File: src/rtl/cesd_pkg.sv
// Shared types and constants of the calibrated edge stop detector.
package cesd_pkg;

   // Sample width used when the top level is not given one.
   localparam int SAMPLE_BITS_DEF = 12;

   // Reset values of the configuration registers.
   localparam int MIN_SPAN_RST   = 300;
   localparam int FALLBACK_RST   = 3700;
   localparam int CONFIRM_RST    = 4;
   localparam int SPEED_RST      = 55;

   // Fixed field widths.
   localparam int TYPE_BITS      = 2;
   localparam int HIT_BITS       = 4;
   localparam int SPEED_BITS     = 7;
   localparam int DUTY_BITS      = 8;
   localparam int CSR_INDEX_BITS = 3;

   // Duty scaling: duty = speed * 255 / 100, speed saturated at 100.
   localparam int SPEED_MAX      = 100;
   localparam int DUTY_FULL      = 255;
   localparam int SPEED_PROD_BITS = 15;
   // floor(x / 100) == (x * 5243) >> 19 for every x up to 100 * 255.
   localparam int DUTY_RECIP      = 5243;
   localparam int DUTY_SHIFT      = 19;
   localparam int DUTY_PROD_BITS  = 28;

   // Request kinds. Code three is unused and leaves all state alone.
   typedef enum logic [TYPE_BITS-1:0] {
      REQ_CAL_SAMPLE = 2'd0,
      REQ_CAL_END    = 2'd1,
      REQ_RUN        = 2'd2
   } req_kind_type;

   // Configuration register indexes.
   typedef enum logic [CSR_INDEX_BITS-1:0] {
      CSR_MIN_SPAN = 3'd0,
      CSR_FALLBACK = 3'd1,
      CSR_CONFIRM  = 3'd2,
      CSR_SPEED    = 3'd3
   } csr_index_type;

   // Calibration strobes from the top level to the calibration unit.
   typedef struct packed {
      logic cal_sample;
      logic cal_end;
   } calib_ctl_type;

endpackage

File: src/rtl/cesd_calib.sv
// Calibration unit: min/max trackers and per-sensor thresholds.
module cesd_calib #(
   parameter int SAMPLE_BITS = cesd_pkg::SAMPLE_BITS_DEF
) (
   input  logic                   clock,
   input  logic                   reset,
   input  cesd_pkg::calib_ctl_type ctl,
   input  logic [SAMPLE_BITS-1:0] left_sample,
   input  logic [SAMPLE_BITS-1:0] right_sample,
   input  logic [SAMPLE_BITS-1:0] min_span,
   input  logic [SAMPLE_BITS-1:0] fallback,
   output logic [SAMPLE_BITS-1:0] left_level,
   output logic [SAMPLE_BITS-1:0] right_level,
   output logic [SAMPLE_BITS-1:0] left_level_next,
   output logic [SAMPLE_BITS-1:0] right_level_next
);

   logic [SAMPLE_BITS-1:0] left_low_ff, left_low_in;
   logic [SAMPLE_BITS-1:0] left_high_ff, left_high_in;
   logic [SAMPLE_BITS-1:0] right_low_ff, right_low_in;
   logic [SAMPLE_BITS-1:0] right_high_ff, right_high_in;
   logic [SAMPLE_BITS-1:0] left_thresh_ff, left_thresh_in;
   logic [SAMPLE_BITS-1:0] right_thresh_ff, right_thresh_in;
   logic [SAMPLE_BITS-1:0] left_settle, right_settle;

   // Midpoint when the span is wide enough, fallback otherwise.
   function automatic logic [SAMPLE_BITS-1:0] settle(
      input logic [SAMPLE_BITS-1:0] lo,
      input logic [SAMPLE_BITS-1:0] hi,
      input logic [SAMPLE_BITS-1:0] span,
      input logic [SAMPLE_BITS-1:0] fb
   );
      logic [SAMPLE_BITS:0] sum;
      logic [SAMPLE_BITS-1:0] diff;
      sum  = {1'b0, lo} + {1'b0, hi};
      diff = hi - lo;
      if (hi >= lo && diff >= span) begin
         settle = sum[SAMPLE_BITS:1];
      end else begin
         settle = fb;
      end
   endfunction

   assign left_settle  = settle(left_low_ff, left_high_ff, min_span, fallback);
   assign right_settle = settle(right_low_ff, right_high_ff, min_span, fallback);

   always_comb begin
      left_low_in     = left_low_ff;
      left_high_in    = left_high_ff;
      right_low_in    = right_low_ff;
      right_high_in   = right_high_ff;
      left_thresh_in  = left_thresh_ff;
      right_thresh_in = right_thresh_ff;
      if (ctl.cal_sample) begin
         if (left_sample < left_low_ff)   left_low_in   = left_sample;
         if (left_sample > left_high_ff)  left_high_in  = left_sample;
         if (right_sample < right_low_ff) right_low_in  = right_sample;
         if (right_sample > right_high_ff) right_high_in = right_sample;
      end else if (ctl.cal_end) begin
         // Latch the new thresholds and start the trackers over.
         left_thresh_in  = left_settle;
         right_thresh_in = right_settle;
         left_low_in     = '1;
         left_high_in    = '0;
         right_low_in    = '1;
         right_high_in   = '0;
      end
   end

   always_ff @(posedge clock) begin
      if (reset) begin
         left_low_ff     <= '1;
         left_high_ff    <= '0;
         right_low_ff    <= '1;
         right_high_ff   <= '0;
         left_thresh_ff  <= SAMPLE_BITS'(cesd_pkg::FALLBACK_RST);
         right_thresh_ff <= SAMPLE_BITS'(cesd_pkg::FALLBACK_RST);
      end else begin
         left_low_ff     <= left_low_in;
         left_high_ff    <= left_high_in;
         right_low_ff    <= right_low_in;
         right_high_ff   <= right_high_in;
         left_thresh_ff  <= left_thresh_in;
         right_thresh_ff <= right_thresh_in;
      end
   end

   assign left_level       = left_thresh_ff;
   assign right_level      = right_thresh_ff;
   assign left_level_next  = left_thresh_in;
   assign right_level_next = right_thresh_in;

endmodule

File: src/rtl/calibrated_edge_stop_detector.sv
// Top level of the calibrated edge stop detector.
//
//   channel  direction  handshake            payload
//   req      in         req_valid/req_stall  req_type, req_left_sample, req_right_sample
//   rsp      out        rsp_valid/rsp_stall  rsp_left_black .. rsp_right_level
//   csr      in         csr_valid/csr_ready  csr_index, csr_data
//
// One beat per cycle sustained while rsp_stall is low. A request beat is held in
// the input register once accepted, moves into the result register when it
// advances, and can then be taken on the response side.
// State advances only at the edge that moves a beat into the result register,
// so the per-beat work is one compare set, a small counter and the midpoint.
// Reset is synchronous: it empties both stages and restores the configuration,
// calibration and stop-state registers. A stalled response holds; the input
// register keeps accepting until it is full and cannot advance, and only then is req_stall raised.
module calibrated_edge_stop_detector #(
   parameter int SAMPLE_BITS = cesd_pkg::SAMPLE_BITS_DEF
) (
   input  logic                                 clock,
   input  logic                                 reset,
   // request channel
   input  logic                                 req_valid,
   output logic                                 req_stall,
   input  logic [cesd_pkg::TYPE_BITS-1:0]       req_type,
   input  logic [SAMPLE_BITS-1:0]               req_left_sample,
   input  logic [SAMPLE_BITS-1:0]               req_right_sample,
   // response channel
   output logic                                 rsp_valid,
   input  logic                                 rsp_stall,
   output logic                                 rsp_left_black,
   output logic                                 rsp_right_black,
   output logic [cesd_pkg::HIT_BITS-1:0]        rsp_hit_count,
   output logic                                 rsp_stopped,
   output logic [cesd_pkg::DUTY_BITS-1:0]       rsp_motor_duty,
   output logic [SAMPLE_BITS-1:0]               rsp_left_level,
   output logic [SAMPLE_BITS-1:0]               rsp_right_level,
   // configuration channel
   input  logic                                 csr_valid,
   output logic                                 csr_ready,
   input  logic [cesd_pkg::CSR_INDEX_BITS-1:0]  csr_index,
   input  logic [SAMPLE_BITS-1:0]               csr_data
);

   localparam int HB = cesd_pkg::HIT_BITS;
   localparam int SB = cesd_pkg::SPEED_BITS;
   localparam int DB = cesd_pkg::DUTY_BITS;

   // ---------------- configuration registers ----------------
   logic [SAMPLE_BITS-1:0] min_span_ff;
   logic [SAMPLE_BITS-1:0] fallback_ff;
   logic [HB-1:0]          confirm_ff;
   logic [SB-1:0]          speed_ff;

   // The block never refuses a configuration beat.
   assign csr_ready = 1'b1;

   always_ff @(posedge clock) begin
      if (reset) begin
         min_span_ff <= SAMPLE_BITS'(cesd_pkg::MIN_SPAN_RST);
         fallback_ff <= SAMPLE_BITS'(cesd_pkg::FALLBACK_RST);
         confirm_ff  <= HB'(cesd_pkg::CONFIRM_RST);
         speed_ff    <= SB'(cesd_pkg::SPEED_RST);
      end else if (csr_valid && csr_ready) begin
         case (csr_index)
            cesd_pkg::CSR_MIN_SPAN: min_span_ff <= csr_data;
            cesd_pkg::CSR_FALLBACK: fallback_ff <= csr_data;
            cesd_pkg::CSR_CONFIRM:  confirm_ff  <= csr_data[HB-1:0];
            cesd_pkg::CSR_SPEED:    speed_ff    <= csr_data[SB-1:0];
            default: begin
               // drop writes to unknown indexes
            end
         endcase
      end
   end

   // ---------------- input register ----------------
   logic                            in_valid_ff;
   logic [cesd_pkg::TYPE_BITS-1:0]  in_type_ff;
   logic [SAMPLE_BITS-1:0]          in_left_ff;
   logic [SAMPLE_BITS-1:0]          in_right_ff;
   logic                            rsp_valid_ff;
   logic                            advance;

   // Move the held beat into the result register when that register is
   // empty or being drained this cycle.
   assign advance   = in_valid_ff && (!rsp_valid_ff || !rsp_stall);
   assign req_stall = in_valid_ff && !advance;

   always_ff @(posedge clock) begin
      if (reset) begin
         in_valid_ff <= 1'b0;
      end else if (!req_stall) begin
         in_valid_ff <= req_valid;
      end
   end

   always_ff @(posedge clock) begin
      if (req_valid && !req_stall) begin
         in_type_ff  <= req_type;
         in_left_ff  <= req_left_sample;
         in_right_ff <= req_right_sample;
      end
   end

   // ---------------- decode ----------------
   cesd_pkg::calib_ctl_type calib_ctl;
   logic                    is_run;

   always_comb begin
      calib_ctl = '0;
      is_run    = 1'b0;
      case (in_type_ff)
         cesd_pkg::REQ_CAL_SAMPLE: calib_ctl.cal_sample = advance;
         cesd_pkg::REQ_CAL_END:    calib_ctl.cal_end    = advance;
         cesd_pkg::REQ_RUN:        is_run               = 1'b1;
         default: begin
            // unused code: report state, change nothing
         end
      endcase
   end

   // ---------------- calibration ----------------
   logic [SAMPLE_BITS-1:0] left_level, right_level;
   logic [SAMPLE_BITS-1:0] left_level_next, right_level_next;

   cesd_calib #(
      .SAMPLE_BITS (SAMPLE_BITS)
   ) u_calib (
      .clock            (clock),
      .reset            (reset),
      .ctl              (calib_ctl),
      .left_sample      (in_left_ff),
      .right_sample     (in_right_ff),
      .min_span         (min_span_ff),
      .fallback         (fallback_ff),
      .left_level       (left_level),
      .right_level      (right_level),
      .left_level_next  (left_level_next),
      .right_level_next (right_level_next)
   );

   // ---------------- run path: compare, count, latch ----------------
   logic [HB-1:0] hit_count_ff, hit_count_in, hit_inc;
   logic          halted_ff, halted_in;
   logic          left_black, right_black;

   assign left_black  = is_run && (in_left_ff > left_level);
   assign right_black = is_run && (in_right_ff > right_level);

   // Saturate the hit count at the confirm count.
   assign hit_inc = (hit_count_ff < confirm_ff) ? hit_count_ff + HB'(1) : hit_count_ff;

   always_comb begin
      hit_count_in = hit_count_ff;
      halted_in    = halted_ff;
      if (is_run) begin
         hit_count_in = right_black ? hit_inc : '0;
         // Once confirmed, stay stopped until reset.
         halted_in    = halted_ff || (hit_count_in >= confirm_ff);
      end
   end

   always_ff @(posedge clock) begin
      if (reset) begin
         hit_count_ff <= '0;
         halted_ff    <= 1'b0;
      end else if (advance) begin
         hit_count_ff <= hit_count_in;
         halted_ff    <= halted_in;
      end
   end

   // ---------------- drive duty ----------------
   logic [SB-1:0]                         speed_sat;
   logic [cesd_pkg::SPEED_PROD_BITS-1:0]  speed_prod;
   logic [cesd_pkg::DUTY_PROD_BITS-1:0]   duty_prod;
   logic [DB-1:0]                         duty_full;
   logic [DB-1:0]                         duty;

   // Clamp to one hundred percent, scale to 0..255, divide by one hundred
   // through a reciprocal multiply.
   assign speed_sat  = (speed_ff > SB'(cesd_pkg::SPEED_MAX)) ?
                       SB'(cesd_pkg::SPEED_MAX) : speed_ff;
   assign speed_prod = cesd_pkg::SPEED_PROD_BITS'(speed_sat) *
                       cesd_pkg::SPEED_PROD_BITS'(cesd_pkg::DUTY_FULL);
   assign duty_prod  = cesd_pkg::DUTY_PROD_BITS'(speed_prod) *
                       cesd_pkg::DUTY_PROD_BITS'(cesd_pkg::DUTY_RECIP);
   assign duty_full  = duty_prod[cesd_pkg::DUTY_SHIFT +: DB];
   assign duty       = (is_run && !halted_in) ? duty_full : '0;

   // ---------------- result register ----------------
   logic                   rsp_left_black_ff, rsp_right_black_ff;
   logic [HB-1:0]          rsp_hit_count_ff;
   logic                   rsp_stopped_ff;
   logic [DB-1:0]          rsp_motor_duty_ff;
   logic [SAMPLE_BITS-1:0] rsp_left_level_ff, rsp_right_level_ff;

   always_ff @(posedge clock) begin
      if (reset) begin
         rsp_valid_ff <= 1'b0;
      end else if (advance) begin
         rsp_valid_ff <= 1'b1;
      end else if (!rsp_stall) begin
         rsp_valid_ff <= 1'b0;
      end
   end

   always_ff @(posedge clock) begin
      if (advance) begin
         rsp_left_black_ff  <= left_black;
         rsp_right_black_ff <= right_black;
         rsp_hit_count_ff   <= hit_count_in;
         rsp_stopped_ff     <= halted_in;
         rsp_motor_duty_ff  <= duty;
         rsp_left_level_ff  <= left_level_next;
         rsp_right_level_ff <= right_level_next;
      end
   end

   assign rsp_valid       = rsp_valid_ff;
   assign rsp_left_black  = rsp_left_black_ff;
   assign rsp_right_black = rsp_right_black_ff;
   assign rsp_hit_count   = rsp_hit_count_ff;
   assign rsp_stopped     = rsp_stopped_ff;
   assign rsp_motor_duty  = rsp_motor_duty_ff;
   assign rsp_left_level  = rsp_left_level_ff;
   assign rsp_right_level = rsp_right_level_ff;

endmodule

File: config.mk
export PLATFORM = sky130hd
export DESIGN_NAME = calibrated_edge_stop_detector
export DESIGN_NICKNAME = d
export VERILOG_FILES = /design/src/rtl/cesd_pkg.sv /design/src/rtl/cesd_calib.sv /design/src/rtl/calibrated_edge_stop_detector.sv
export SDC_FILE = /design/constraint.sdc
export NUM_CORES = 1
export LEC_CHECK = 0
export BUFFER_PORTS_ARGS = -buffer_cell sky130_fd_sc_hd__buf_2
export CAP_MARGIN = 20
export CORE_MARGIN = 5
export CORE_UTILIZATION = 50
export DETAILED_ROUTE_END_ITERATION = 7
export MAX_ROUTING_LAYER = met4
export PLACE_DENSITY = 0.67
export SLEW_MARGIN = 20
export SYNTH_ARGS = -nofsm -noshare
export SYNTH_HDL_FRONTEND = slang
export SYNTH_SLANG_ARGS = --single-unit
File: constraint.sdc
create_clock -name clock -period 11.54 [get_ports clock]
set_input_delay 1.731 -clock clock [delete_from_list [all_inputs] [get_ports clock]]
set_output_delay 1.731 -clock clock [all_outputs]
set_load 0.05 [all_outputs]
==> impl_metrics.ini <==
[floorplan]
die_h_um = 188
dieWidth_um = 188
top_level_ports = 88
core-area_um2 = 31400
rows = 65
die_area_um2 = 35300
start_util_pct = 50.3

[finish]
fillers = 2854
drive_gt1_share_pct = 8.39
multi_input_area_um2 = 10300
fin_nets = 2186
n_antenna_cell = 0
regArea_um2 = 4230
area_growth_pct = 8.85

[grt]
grt_first_pass_wirelength_um = 62100
grt_max_degree = 61
grt_usage_pct = 22.5
overflow = 0
antenna_found_initial = 0
grt_pass1_vias = 12045

[synth]
avgSynthCellArea_um2 = 9.22
synthFlopType = dfxtp_1
synth-edff-count = 65
synthCells = 1713
synth-async-reset-ratio_pct = 0
synth_top_cells_by_area = ha_1 23%, dfxtp_1 14%, edfxtp_1 12%, fa_1 10%, inv_1 6.4%
syn_nets = 2124
synth_seq_cells = 179
ys_types = 69
synthesis.area_um2 = 15800
ys_seq_area_share_pct = 26.8
ys.warnings.count = 0
yosys.area.top_type_share_pct = 22.6
synth_largest_area_cell = ha_1

[timing]
fmaxAchievable_mhz = 101
worst_pin_slew_ps = 1070
finalCriticalPeriod_ps = 9880
fin_skew_ps = 20.0
rsz0062_at_grt = no
setup_tns_ps = 0
fin_crit_sh_pct = 85.6
setup_viol = 0
slew_viol_final = 0
maxSlewHeadroom_pct = 28.0
hold_viol_final = 0
setup_ws_ps = 1660

[clocking]
cts_buffers = 17
cts_buffer_depth = 2
insertion_delay_ps = 470
cts_resized = 0
cts_setup_buffers = 0
h-tree-depth = 4
clockRootBuffer = clkbuf_16
cts_num_sinks = 179
cts_tree = built
cts_hold_buf = 0
clkTransAtPathRegs_ps = 90

[place]
place_congestion = 0.935
pre_cts_slack_ps = 1640
hpwl_um = 30900
numPortBuffers = 86

[run_status]
status = finished, final reports clean

[worst_setup_path]
cp-end-kind = flip-flop
ff2ff_setup_slack_ps = 1660
cp_slowest_stage_delay_ps = 630
critical_path_class = flip-flop to flip-flop
cp.arrival_ps = 10100
cp_data_required_time_ps = 11760
crit_path_frequent_cell = inv_1
cp_slowest_cell = fa_1
crit_path_start_kind = flip-flop
crit_fanout = 7

[detailed_routing]
ant_nets = 0
firstDrtPassIters = 5
routed-via-count = 12174
wirelength_um = 38200
wl_per_cell_um = 17.4
via_per_inst = 5.56
drtIter0Drc = 573
drc = 0

[hold_path]
worstHoldPathType = flip-flop to flip-flop

[run]
cap_violations = 0
## layout make-up
cell class | count | area share (%)
clock buffers | 17 | 2.47
clock inverters | 15 | 1.03
inverters | 269 | 5.87
multi-input cells | 1213 | 60.2
flip-flops and latches | 179 | 24.6
well taps | 402 | 2.92
repair buffers | 95 | 2.90
## cell usage after synthesis, types with 7 or more instances
master and n:
inv_1 269, and2_1 12, clkbuf_1 39, a21oi_1 111, nor2b_1 22, o31ai_1 7
dfxtp_1 114, nand4b_1 22, o21ai_0 46, nor3_1 17, a211oi_1 7, xor2_1 27
ha_1 285, nand2b_1 21, edfxtp_1 65, nand3_1 29, o21ai_1 16, mux2i_1 22
fa_1 80, a21o_1 44, nand4_1 20, and3_1 9, o211ai_1 22, buf_2 8
o21a_1 14, o22a_1 24, nand2_1 143, xnor2_1 50, nor2_1 80, a211o_1 7
or3_1 8
## path summary, 6_finish.rpt
| path | startpoint | end | depth (start not counted) |
|---|---|---|---|
| setup / recovery | speed_ff[5] | rsp_motor_duty[7] | 37 |
| setup reg to reg | speed_ff[5] | rsp_motor_duty[7] | 37 |
| hold reg to reg | min_span_ff[11] | min_span_ff[11] | 2 |
| hold / removal | min_span_ff[11] | min_span_ff[11] | 2 |
## kinds of logic (layout without fill, tap and decap cells)
family          Yosys count  count (layout)  share of synthesized area [%]
mux                      24              24                           1.54
fa+ha+maj               365             365                           32.7
other cells               1               1                         0.0237
buf+inv                 321             396                           7.83
flops                   179             179                           26.8
simple gates            402             402                           12.6
compound gates          344             344                           14.2
xor+xnor                 77              77                           4.27
## cell usage in the layout, fill, tap and decap left out, drive strengths merged, types with 27 or more instances in the layout
cell    netlist  routed
edfxtp       65      65
o21ai        64      64
nand3        30      30
xor2         27      27
ha          285     285
a21o         44      44
nor2         80      80
inv         269     278
fa           80      80
buf          13      95
dfxtp       114     114
xnor2        50      50
a21oi       115     115
nand2       144     144
## critical path: cells and delay by family (launching register included)
family                     cells  cell delay, ps
adders and majority gates     11            4940
and+or+nand+nor                7            1550
AOI/OAI and AO/OA              7            1200
buffers and inverters          9             600
xor gates and xnor gates       2             530
DFF                            1             410
muxes                          1             340
## metal layers
layer / GRT usage, % / wire length (um) / vias up
li1: - / - / 5977
met1: 28.9 / 17300 / 5869
met2: 36.1 / 17900 / 265
met3: 3.59 / 1690 / 63
met4: 7.96 / 1230 / 0
met5: - / 0 / -
## flip-flops by register name, summed over array words and instances (netlist names), 2 cells and up
| signal | cells |
|---|---|
| confirm_ff | 4 |
| hit_count_ff | 4 |
| u_calib.right_low_ff | 12 |
| in_left_ff | 12 |
| u_calib.left_level | 12 |
| u_calib.right_level | 12 |
| u_calib.right_high_ff | 12 |
| rsp_right_level | 12 |
| speed_ff | 7 |
| fallback_ff | 12 |
| rsp_left_level | 12 |
| u_calib.left_low_ff | 12 |
| min_span_ff | 12 |
| in_right_ff | 12 |
| rsp_hit_count | 4 |
| in_type_ff | 2 |
| rsp_motor_duty | 8 |
| u_calib.left_high_ff | 12 |
## per-stage QoR
step / hold slack (ps) / utilization, % / instances / area, um^2
after floorplan: 432 / - / 1713 / 15800
after global placement: 438 / 52.9 / 2158 / 16600
after detailed placement: 445 / 52.9 / 2158 / 16600
after CTS: 456 / 54.8 / 2190 / 17200
after global routing: 470 / 54.8 / 2190 / 17200
final: 456 / 54.8 / 2190 / 17200
Power is left out: the tool's default activity adds up to more than one toggle a clock period on the data nets, which glitch-free logic cannot reach.
